[src/design/bsab_pkg.sv]
`timescale 1ns / 1ps
`default_nettype none
package bsab_pkg;

  // Input word kinds
  localparam logic [1:0] KIND_SERIAL = 2'd0;
  localparam logic [1:0] KIND_WRITE  = 2'd1;
  localparam logic [1:0] KIND_READ   = 2'd2;

  // ASCII codes
  localparam logic [7:0] CH_DOLLAR = 8'h24;
  localparam logic [7:0] CH_N      = 8'h4E;
  localparam logic [7:0] CH_R      = 8'h52;
  localparam logic [7:0] CH_D      = 8'h44;
  localparam logic [7:0] CH_I      = 8'h49;
  localparam logic [7:0] CH_J      = 8'h4A;
  localparam logic [7:0] CH_0      = 8'h30;
  localparam logic [7:0] CH_9      = 8'h39;
  localparam logic [7:0] CH_NUL    = 8'h00;

  localparam logic [7:0] SYNC_VALUE = 8'h80;

  // Longest result sequence per input word
  localparam int unsigned MaxWords = 6;
  localparam int unsigned CntW     = $clog2(MaxWords + 1);

  // Decimal digits of one byte
  typedef struct packed {
    logic [1:0] hund;
    logic [3:0] tens;
    logic [3:0] ones;
  } digits_t;

  // Parser outcome for one received serial byte
  typedef struct packed {
    logic       nmi;
    logic       rst;
    logic       unk;
    logic       num_done;
    logic [7:0] num_value;
  } parse_t;

endpackage
`default_nettype wire

[src/design/bsab_if.sv]
`timescale 1ns / 1ps
`default_nettype none
// Input channel: one word per serial byte or bus access
interface bsab_in_if;
  logic       valid;
  logic       ready;
  logic [1:0] kind;
  logic [7:0] byte_in;

  modport source (output valid, output kind, output byte_in, input ready);
  modport sink   (input valid, input kind, input byte_in, output ready);
endinterface

// Output channel: one word per result
interface bsab_out_if;
  logic       valid;
  logic       ready;
  logic       tx_valid;
  logic [7:0] tx_byte;
  logic       read_valid;
  logic [7:0] read_data;
  logic       nmi_pulse;
  logic       reset_pulse;
  logic       unknown_command;
  logic       last;

  modport source (output valid, output tx_valid, output tx_byte, output read_valid,
                  output read_data, output nmi_pulse, output reset_pulse,
                  output unknown_command, output last, input ready);
  modport sink   (input valid, input tx_valid, input tx_byte, input read_valid,
                  input read_data, input nmi_pulse, input reset_pulse,
                  input unknown_command, input last, output ready);
endinterface
`default_nettype wire

[src/design/bsab_parser.sv]
`timescale 1ns / 1ps
`default_nettype none
// Serial command parser: '$' prefix, command letter, decimal number
module bsab_parser (
  input  wire logic              clk_i,
  input  wire logic              rst_ni,
  input  wire logic              strobe_i,
  input  wire logic [7:0]        byte_i,
  output bsab_pkg::parse_t       parse_o
);

  logic       awaiting_q, awaiting_d;
  logic       reading_q, reading_d;
  logic [7:0] acc_q, acc_d;
  logic       is_digit;
  logic [7:0] digit_val;

  assign is_digit  = (byte_i >= bsab_pkg::CH_0) && (byte_i <= bsab_pkg::CH_9);
  assign digit_val = byte_i - bsab_pkg::CH_0;

  // Next state and outcome of the byte
  always_comb begin
    awaiting_d = awaiting_q;
    reading_d  = reading_q;
    acc_d      = acc_q;
    parse_o    = '0;
    parse_o.num_value = acc_q;
    if (reading_q) begin
      if (is_digit) begin
        // acc * 10 + digit, modulo 256
        acc_d = (acc_q << 3) + (acc_q << 1) + digit_val;
      end else begin
        parse_o.num_done = 1'b1;
        reading_d        = 1'b0;
      end
    end else if (!awaiting_q && (byte_i == bsab_pkg::CH_DOLLAR)) begin
      awaiting_d = 1'b1;
    end else begin
      if (byte_i == bsab_pkg::CH_N) begin
        parse_o.nmi = 1'b1;
      end else if (byte_i == bsab_pkg::CH_R) begin
        parse_o.rst = 1'b1;
      end else if (byte_i == bsab_pkg::CH_D) begin
        acc_d     = '0;
        reading_d = 1'b1;
      end else begin
        parse_o.unk = 1'b1;
      end
      awaiting_d = 1'b0;
    end
  end

  always_ff @(posedge clk_i or negedge rst_ni) begin
    if (!rst_ni) begin
      awaiting_q <= 1'b0;
      reading_q  <= 1'b0;
      acc_q      <= '0;
    end else if (strobe_i) begin
      awaiting_q <= awaiting_d;
      reading_q  <= reading_d;
      acc_q      <= acc_d;
    end
  end

endmodule
`default_nettype wire

[src/design/bsab_digits.sv]
`timescale 1ns / 1ps
`default_nettype none
// Binary to decimal by repeated subtraction of 100, then 10, on one subtractor
module bsab_digits (
  input  wire logic          clk_i,
  input  wire logic          rst_ni,
  input  wire logic          start_i,
  input  wire logic [7:0]    value_i,
  output logic               done_o,
  output bsab_pkg::digits_t  digits_o
);

  logic       busy_q, busy_d;
  logic       tens_q, tens_d;   // 0: hundreds pass, 1: tens pass
  logic [7:0] rem_q, rem_d;
  logic [1:0] hund_q, hund_d;
  logic [3:0] cnt10_q, cnt10_d;
  logic [7:0] step;
  logic [8:0] diff;

  assign step = tens_q ? 8'd10 : 8'd100;
  assign diff = {1'b0, rem_q} - {1'b0, step};

  // One subtract-and-compare per cycle
  always_comb begin
    busy_d  = busy_q;
    tens_d  = tens_q;
    rem_d   = rem_q;
    hund_d  = hund_q;
    cnt10_d = cnt10_q;
    done_o  = 1'b0;
    if (start_i) begin
      busy_d  = 1'b1;
      tens_d  = 1'b0;
      rem_d   = value_i;
      hund_d  = '0;
      cnt10_d = '0;
    end else if (busy_q) begin
      if (!diff[8]) begin
        rem_d = diff[7:0];
        if (tens_q) cnt10_d = cnt10_q + 4'd1;
        else        hund_d  = hund_q + 2'd1;
      end else if (!tens_q) begin
        tens_d = 1'b1;
      end else begin
        busy_d = 1'b0;
        done_o = 1'b1;
      end
    end
  end

  assign digits_o.hund = hund_q;
  assign digits_o.tens = cnt10_q;
  assign digits_o.ones = rem_q[3:0];

  always_ff @(posedge clk_i or negedge rst_ni) begin
    if (!rst_ni) begin
      busy_q <= 1'b0;
      tens_q <= 1'b0;
    end else begin
      busy_q <= busy_d;
      tens_q <= tens_d;
    end
  end

  always_ff @(posedge clk_i) begin
    rem_q   <= rem_d;
    hund_q  <= hund_d;
    cnt10_q <= cnt10_d;
  end

endmodule
`default_nettype wire

[src/design/bus_to_serial_ascii_bridge_top.sv]
`timescale 1ns / 1ps
`default_nettype none
// Channel  | Dir | Payload                                        | Handshake
// in_i     | in  | kind, byte_in                                  | valid/ready
// out_o    | out | tx_valid, tx_byte, read_valid, read_data,      | valid/ready
//          |     | nmi_pulse, reset_pulse, unknown_command, last  |
//
// Serial byte: one word to the output register; bus read: one or three words.
// Bus write: the digit subtractor first (one compare per cycle,
// hundreds then tens), then 4 to 6 words, each sent as the output takes it.
// Input ready only while idle; words go out through a registered output stage.
// Reset clears the parser, held byte (to the sync value) and pending mark.
module bus_to_serial_ascii_bridge_top (
  input  wire logic clk_i,
  input  wire logic rst_ni,
  bsab_in_if.sink   in_i,
  bsab_out_if.source out_o
);

  localparam logic [1:0] S_IDLE = 2'd0;
  localparam logic [1:0] S_DIG  = 2'd1;
  localparam logic [1:0] S_EMIT = 2'd2;

  localparam int unsigned CntW = bsab_pkg::CntW;

  logic [1:0]      state_q, state_d;
  logic            in_acc;
  logic            slot_free;
  logic            emit_last;

  logic [7:0]      held_q, held_d;
  logic            pend_q, pend_d;

  // Word sequence being emitted
  logic [7:0]      seq_q [bsab_pkg::MaxWords];
  logic [7:0]      seq_d [bsab_pkg::MaxWords];
  logic [CntW-1:0] cnt_q, cnt_d;
  logic [CntW-1:0] idx_q, idx_d;
  logic            txv_q, txv_d;
  logic            rdv_q, rdv_d;
  logic [7:0]      rdd_q, rdd_d;
  logic            nmi_q, nmi_d;
  logic            rstp_q, rstp_d;
  logic            unk_q, unk_d;

  // Output register
  logic            ovld_q, ovld_d;
  logic            o_txv_q, o_rdv_q, o_nmi_q, o_rst_q, o_unk_q, o_last_q;
  logic [7:0]      o_txb_q, o_rdd_q;

  bsab_pkg::parse_t  parse;
  bsab_pkg::digits_t digits;
  logic              dig_done;

  assign in_i.ready = (state_q == S_IDLE);
  assign in_acc     = in_i.valid && in_i.ready;
  assign slot_free  = !ovld_q || out_o.ready;
  assign emit_last  = (idx_q == cnt_q - CntW'(1));

  bsab_parser u_parser (
    .clk_i    (clk_i),
    .rst_ni   (rst_ni),
    .strobe_i (in_acc && (in_i.kind == bsab_pkg::KIND_SERIAL)),
    .byte_i   (in_i.byte_in),
    .parse_o  (parse)
  );

  bsab_digits u_digits (
    .clk_i    (clk_i),
    .rst_ni   (rst_ni),
    .start_i  (in_acc && (in_i.kind == bsab_pkg::KIND_WRITE)),
    .value_i  (in_i.byte_in),
    .done_o   (dig_done),
    .digits_o (digits)
  );

  // Sequencer
  always_comb begin
    state_d = state_q;
    held_d  = held_q;
    pend_d  = pend_q;
    seq_d   = seq_q;
    cnt_d   = cnt_q;
    idx_d   = idx_q;
    txv_d   = txv_q;
    rdv_d   = rdv_q;
    rdd_d   = rdd_q;
    nmi_d   = nmi_q;
    rstp_d  = rstp_q;
    unk_d   = unk_q;
    ovld_d  = ovld_q && !out_o.ready;
    unique case (state_q)
      S_IDLE: begin
        if (in_acc) begin
          idx_d  = '0;
          nmi_d  = 1'b0;
          rstp_d = 1'b0;
          unk_d  = 1'b0;
          rdv_d  = 1'b0;
          txv_d  = 1'b0;
          cnt_d  = CntW'(1);
          case (in_i.kind)
            bsab_pkg::KIND_SERIAL: begin
              nmi_d   = parse.nmi;
              rstp_d  = parse.rst;
              unk_d   = parse.unk;
              if (parse.num_done) begin
                held_d = parse.num_value;
                pend_d = 1'b1;
              end
              state_d = S_EMIT;
            end
            bsab_pkg::KIND_WRITE: begin
              held_d  = '0;
              pend_d  = 1'b0;
              state_d = S_DIG;
            end
            bsab_pkg::KIND_READ: begin
              rdv_d = 1'b1;
              rdd_d = held_q;
              if (pend_q) begin
                txv_d    = 1'b1;
                seq_d[0] = bsab_pkg::CH_DOLLAR;
                seq_d[1] = bsab_pkg::CH_J;
                seq_d[2] = bsab_pkg::CH_NUL;
                cnt_d    = CntW'(3);
                pend_d   = 1'b0;
              end
              state_d = S_EMIT;
            end
            default: begin
              state_d = S_IDLE;
            end
          endcase
        end
      end
      S_DIG: begin
        if (dig_done) begin
          txv_d    = 1'b1;
          seq_d[0] = bsab_pkg::CH_DOLLAR;
          seq_d[1] = bsab_pkg::CH_I;
          if (digits.hund != '0) begin
            seq_d[2] = bsab_pkg::CH_0 + {6'd0, digits.hund};
            seq_d[3] = bsab_pkg::CH_0 + {4'd0, digits.tens};
            seq_d[4] = bsab_pkg::CH_0 + {4'd0, digits.ones};
            seq_d[5] = bsab_pkg::CH_NUL;
            cnt_d    = CntW'(6);
          end else if (digits.tens != '0) begin
            seq_d[2] = bsab_pkg::CH_0 + {4'd0, digits.tens};
            seq_d[3] = bsab_pkg::CH_0 + {4'd0, digits.ones};
            seq_d[4] = bsab_pkg::CH_NUL;
            cnt_d    = CntW'(5);
          end else begin
            seq_d[2] = bsab_pkg::CH_0 + {4'd0, digits.ones};
            seq_d[3] = bsab_pkg::CH_NUL;
            cnt_d    = CntW'(4);
          end
          state_d = S_EMIT;
        end
      end
      S_EMIT: begin
        if (slot_free) begin
          ovld_d = 1'b1;
          if (emit_last) state_d = S_IDLE;
          else           idx_d   = idx_q + CntW'(1);
        end
      end
      default: begin
        state_d = S_IDLE;
      end
    endcase
  end

  always_ff @(posedge clk_i or negedge rst_ni) begin
    if (!rst_ni) begin
      state_q <= S_IDLE;
      held_q  <= bsab_pkg::SYNC_VALUE;
      pend_q  <= 1'b0;
      ovld_q  <= 1'b0;
      cnt_q   <= CntW'(1);
      idx_q   <= '0;
    end else begin
      state_q <= state_d;
      held_q  <= held_d;
      pend_q  <= pend_d;
      ovld_q  <= ovld_d;
      cnt_q   <= cnt_d;
      idx_q   <= idx_d;
    end
  end

  always_ff @(posedge clk_i) begin
    seq_q  <= seq_d;
    txv_q  <= txv_d;
    rdv_q  <= rdv_d;
    rdd_q  <= rdd_d;
    nmi_q  <= nmi_d;
    rstp_q <= rstp_d;
    unk_q  <= unk_d;
  end

  // Output word load
  always_ff @(posedge clk_i) begin
    if ((state_q == S_EMIT) && slot_free) begin
      o_txv_q  <= txv_q;
      o_txb_q  <= txv_q ? seq_q[idx_q[$clog2(bsab_pkg::MaxWords)-1:0]] : 8'd0;
      o_rdv_q  <= rdv_q && emit_last;
      o_rdd_q  <= (rdv_q && emit_last) ? rdd_q : 8'd0;
      o_nmi_q  <= nmi_q;
      o_rst_q  <= rstp_q;
      o_unk_q  <= unk_q;
      o_last_q <= emit_last;
    end
  end

  assign out_o.valid           = ovld_q;
  assign out_o.tx_valid        = o_txv_q;
  assign out_o.tx_byte         = o_txb_q;
  assign out_o.read_valid      = o_rdv_q;
  assign out_o.read_data       = o_rdd_q;
  assign out_o.nmi_pulse       = o_nmi_q;
  assign out_o.reset_pulse     = o_rst_q;
  assign out_o.unknown_command = o_unk_q;
  assign out_o.last            = o_last_q;

  // Digit unit finishes only while the sequencer waits for it
  a_dig_done_in_dig: assert property (@(posedge clk_i) disable iff (!rst_ni)
    dig_done |-> (state_q == S_DIG))
    else $error("digit unit done outside wait state");

  // Emit index never passes the word count
  a_idx_in_range: assert property (@(posedge clk_i) disable iff (!rst_ni)
    (state_q == S_EMIT) |-> (idx_q < cnt_q) && (cnt_q != '0)
      && (cnt_q <= CntW'(bsab_pkg::MaxWords)))
    else $error("emit index out of range");

  // A bus write clears the held byte and pending mark while its digits are computed
  a_write_clears: assert property (@(posedge clk_i) disable iff (!rst_ni)
    (state_q == S_DIG) |-> !pend_q && (held_q == 8'd0))
    else $error("bus write did not clear held byte");

  // Pulses never share a word with serial transmit or read data, and end their sequence
  a_word_kind: assert property (@(posedge clk_i) disable iff (!rst_ni)
    ovld_q && (o_nmi_q || o_rst_q || o_unk_q) |-> !o_txv_q && !o_rdv_q && o_last_q)
    else $error("mixed result word");

endmodule
`default_nettype wire
[src/flat_wrapper.sv]
// flat-port wrapper written by rule: the top's interface ports become plain ports
module bus_to_serial_ascii_bridge_top_flat 
  (clk_i, rst_ni, in_i_valid, in_i_kind, in_i_byte_in, in_i_ready, out_o_valid, out_o_tx_valid, out_o_tx_byte, out_o_read_valid, out_o_read_data, out_o_nmi_pulse, out_o_reset_pulse, out_o_unknown_command, out_o_last, out_o_ready);
  bsab_in_if in_i_i ();
  bsab_out_if out_o_i ();
  input  wire logic clk_i;
  input  wire logic rst_ni;
  input wire logic [$bits(in_i_i.valid)-1:0] in_i_valid;
  input wire logic [$bits(in_i_i.kind)-1:0] in_i_kind;
  input wire logic [$bits(in_i_i.byte_in)-1:0] in_i_byte_in;
  output wire logic [$bits(in_i_i.ready)-1:0] in_i_ready;
  output wire logic [$bits(out_o_i.valid)-1:0] out_o_valid;
  output wire logic [$bits(out_o_i.tx_valid)-1:0] out_o_tx_valid;
  output wire logic [$bits(out_o_i.tx_byte)-1:0] out_o_tx_byte;
  output wire logic [$bits(out_o_i.read_valid)-1:0] out_o_read_valid;
  output wire logic [$bits(out_o_i.read_data)-1:0] out_o_read_data;
  output wire logic [$bits(out_o_i.nmi_pulse)-1:0] out_o_nmi_pulse;
  output wire logic [$bits(out_o_i.reset_pulse)-1:0] out_o_reset_pulse;
  output wire logic [$bits(out_o_i.unknown_command)-1:0] out_o_unknown_command;
  output wire logic [$bits(out_o_i.last)-1:0] out_o_last;
  input wire logic [$bits(out_o_i.ready)-1:0] out_o_ready;
  assign in_i_i.valid = in_i_valid;
  assign in_i_i.kind = in_i_kind;
  assign in_i_i.byte_in = in_i_byte_in;
  assign in_i_ready = in_i_i.ready;
  assign out_o_valid = out_o_i.valid;
  assign out_o_tx_valid = out_o_i.tx_valid;
  assign out_o_tx_byte = out_o_i.tx_byte;
  assign out_o_read_valid = out_o_i.read_valid;
  assign out_o_read_data = out_o_i.read_data;
  assign out_o_nmi_pulse = out_o_i.nmi_pulse;
  assign out_o_reset_pulse = out_o_i.reset_pulse;
  assign out_o_unknown_command = out_o_i.unknown_command;
  assign out_o_last = out_o_i.last;
  assign out_o_i.ready = out_o_ready;
  bus_to_serial_ascii_bridge_top u_core (.clk_i(clk_i), .rst_ni(rst_ni), .in_i(in_i_i), .out_o(out_o_i));
endmodule
[config.mk]
export PLATFORM = sky130hd
export DESIGN_NAME = bus_to_serial_ascii_bridge_top_flat
export DESIGN_NICKNAME = d
export VERILOG_FILES = /design/src/design/bsab_pkg.sv /design/src/design/bsab_if.sv /design/src/design/bsab_parser.sv /design/src/design/bsab_digits.sv /design/src/design/bus_to_serial_ascii_bridge_top.sv /design/src/flat_wrapper.sv
export SDC_FILE = /design/constraint.sdc
export NUM_CORES = 1
export LEC_CHECK = 0
export BUFFER_PORTS_ARGS = -buffer_cell sky130_fd_sc_hd__buf_2
export CAP_MARGIN = 0
export CORE_AREA = 3 3 83 144
export DETAILED_ROUTE_END_ITERATION = 6
export DIE_AREA = 0 0 86 147
export GPL_TIMING_DRIVEN = 0
export PLACE_DENSITY_LB_ADDON = 0.2
export SYNTH_ARGS = -nofsm -noshare
export SYNTH_HDL_FRONTEND = slang
export SYNTH_SLANG_ARGS = --single-unit
[constraint.sdc]
create_clock -name clk_i -period 3.3 [get_ports clk_i]
set_clock_uncertainty 0.1 [all_clocks]
set_input_delay 0.66 -clock clk_i [delete_from_list [all_inputs] [get_ports clk_i]]
set_output_delay 0.66 -clock clk_i [all_outputs]
set_load 0.005 [all_outputs]
==> out/results.ini <==
[placement]
hpwl_mm = 7.19
port_buffers = 37
place_ws_ns = -0.00893
routabilityCongestion = 0.802

[detailed_routing]
wl_mm = 9.35
drc = 0
vias = 3320
vias_per_cell = 5.35
drt_iter0_drc = 166
ant_nets = 0
dr.pass1.iters = 4
wire_per_inst_um = 15.1

[critical_path]
path_class = reg2reg
ff2ff_path_depth = 6
cp.arrival_ns = 2.85
crit_required_ns = 3.18
cp_max_fo = 8
cp_cell_sequence = ha_1 > nor2b_1 > o21ai_0 > a21oi_1 > o21ai_2 > a21boi_1
r2r_end = u_core.seq_q[24]
r2r_start = u_core.u_digits.tens_q
crit_start = u_core.u_digits.tens_q
cpPeakStageDelay_ns = 0.52
slowest_stage = a21boi_1
rrSetupSlack_ns = 0.33
cp-end-kind = flop
startpoint_type = flop

[min_path]
hp-class = in2async

[cells_and_area]
fillers = 975
syn_to_final_growth_pct = 13.5
layout-drive-gt1-share = 0.147
layout_common_cells = edfxtp_1, nand2_1, buf_2
mostFrequentLayoutCell = edfxtp_1
final_nets = 530
antenna_cells = 0

[timing]
layout_setup_ws_ns = 0.333
setup_violations = 0
timing.final.crit_share = 0.899
relSlewSlack = 0.147
final-max-slew-violation-count = 0
fmax_mhz = 337
hold_violations = 0
worst_slew_pin_slew_ns = 1.28
rsz0062_at_grt = no
fin_crit_ns = 2.97

[clocking]
cts_setup_buffers = 0
root_buffer = clkbuf_16
ctsHoldBuffers = 0
clock-sinks = 95
cts_resized = 0
cts_buffers = 9
htree_levels = 3
clk_pin_slew_worst_paths_ns = 0.07
insertion_delay_ns = 0.35
clk_path_buf_depth = 2
cts_tree = done

[pwr]
p_per_area_nw_per_um2 = 826
irDropWorstVdd_mv = 0.400
finalPower_mw = 4.57
p_leak_nw = 2.37

[synthesis]
synthMuxAreaShare = 0.0190
synth_top_family_by_area = compound AO/OA/AOI/OAI gates
netlist_area_sq_um = 4880
synth_seq_area_share = 0.542
synthXorXnorAreaFrac = 0.0287
ys_types = 59
synthSimpleGateAreaFrac = 0.135
synthCells = 437
syn_nets = 482
synth_fa_ha_area_frac = 0.0888
synth_compound_gate_area_share = 0.142
ys_warn_count = 0
syn_area_per_cell_sq_um = 11.2
synth_flop_cell = edfxtp_1
synth_seq_cells = 95
synth_edf_count = 59
ys_async_sr_fraction = 0.316

[global_routing]
grt_usage = 0.160
grt_pass1_vias = 3416
grt_antenna_before_repair = 0
grt_pass1_wl_mm = 16.0
grt-ovfl-total = 0
grt_max_degree = 31

[floorplan]
dieArea_sq_um = 12600
die_h_um = 147
fp.dieW_um = 86
rows = 50
start_util = 0.451
ios = 38
coreArea_sq_um = 10800

[status]
status = completed

[run]
drv_cap = 0

-- report_power, final --
group / switching (mW) / internal (mW) / leakage (nW)
clock network: 0.475 / 0.605 / 0.150
logic: 0.994 / 0.639 / 1.21
registers: 0.182 / 1.68 / 1.00
total: 1.65 / 2.92 / 2.37
-- worst max-delay path: cells and delay by family (launching register included) --
family	cells	cell delay, ns
AOI/OAI and AO/OA	4	1.51
adders and majority gates	1	0.34
DFF	1	0.51
and+or+nand+nor	1	0.14
-- cell usage after synthesis, types with 2 or more instances --
library cell / number / area [sq um]
nor2b_1: 7 / 43.8
o21a_1: 2 / 15.0
mux2_2: 2 / 22.5
and3_1: 11 / 68.8
fa_1: 6 / 120
dfrtp_1: 28 / 701
dfxtp_1: 6 / 120
o21ai_0: 23 / 115
xnor2_1: 9 / 78.8
a211oi_1: 6 / 45.0
buf_2: 4 / 20.0
nand2_1: 46 / 173
mux2i_1: 7 / 70.1
a31oi_1: 5 / 31.3
a22oi_1: 10 / 75.1
and2_1: 6 / 37.5
dfstp_2: 2 / 52.6
nor3_1: 6 / 30.0
o22ai_1: 4 / 25.0
a21oi_1: 21 / 105
a22o_1: 8 / 70.1
o31ai_1: 2 / 15.0
clkbuf_1: 7 / 26.3
and4_1: 3 / 26.3
xor2_1: 7 / 61.3
a21o_1: 6 / 45.0
inv_1: 39 / 146
nand2b_1: 3 / 18.8
o211ai_1: 3 / 22.5
nand3_1: 13 / 65.1
inv_2: 2 / 7.51
ha_1: 25 / 313
a21boi_0: 3 / 22.5
nor2_1: 22 / 82.6
edfxtp_1: 59 / 1770
-- logic make-up (layout without fill, tap and decap cells) --
kind of cell    after synthesis  count (layout)
xor+xnor                     16              16
buf+inv                      54             107
simple gates                127             127
mux                           9               9
other cells                   1               1
flops                        95              95
compound gates              104             104
fa+ha+maj                    31              31
-- flip-flops by register name, indices dropped and copies added (netlist names), 4 cells and up --
name / cells
u_core.seq_q: 16
u_core.out_o.read_data: 8
u_core.out_o.tx_byte: 8
u_core.rdd_q: 8
u_core.u_digits.rem_q: 8
u_core.held_q: 8
u_core.u_parser.acc_q: 8
u_core.u_digits.cnt10_q: 4
-- metal layers --
| metal | share of wire | global-route usage | up-vias |
|---|---|---|---|
| met4 | 0.042 | 0.102 | 0 |
| met1 | 0.40 | 0.187 | 1561 |
| met2 | 0.51 | 0.273 | 75 |
| li1 | - | - | 1662 |
| met5 | 0 | 0 | - |
| met3 | 0.040 | 0.0185 | 22 |
-- how the worst max path moves through the flow --
stage,endpoint,slack [ns]
after floorplan,u_core.u_parser.acc_q[7],0.34
after global placement,u_core.u_parser.acc_q[7],0.02
after detailed placement,u_core.u_parser.acc_q[7],-0.009
after CTS,u_core.seq_q[24],0.13
after global routing,u_core.seq_q[25],0.14
final,u_core.seq_q[24],0.33
-- layout make-up --
cell class	count	area [sq um]	share of cell area
sequential	95	2650	0.478
multi-input combinational	288	2020	0.365
clock buffer	9	225	0.0407
timing repair buffer	37	185	0.0335
tap	130	163	0.0294
inverter	41	154	0.0278
clock inverter	7	86.3	0.0156
buffer	13	57.6	0.0104
-- through the flow --
stage               cell area, sq um  std cells  hold WS (ns)  utilization   TNS, ns
floorplan                       4880        437         0.264            -         0
global placement                5220        604         0.307        0.483         0
detailed placement              5220        604         0.321        0.483  -0.00893
CTS                             5540        620         0.268        0.511         0
global route                    5540        620         0.315        0.511         0
finish                          5540        620         0.249        0.511         0
No activity file was read; power rests on OpenSTA's default activity.
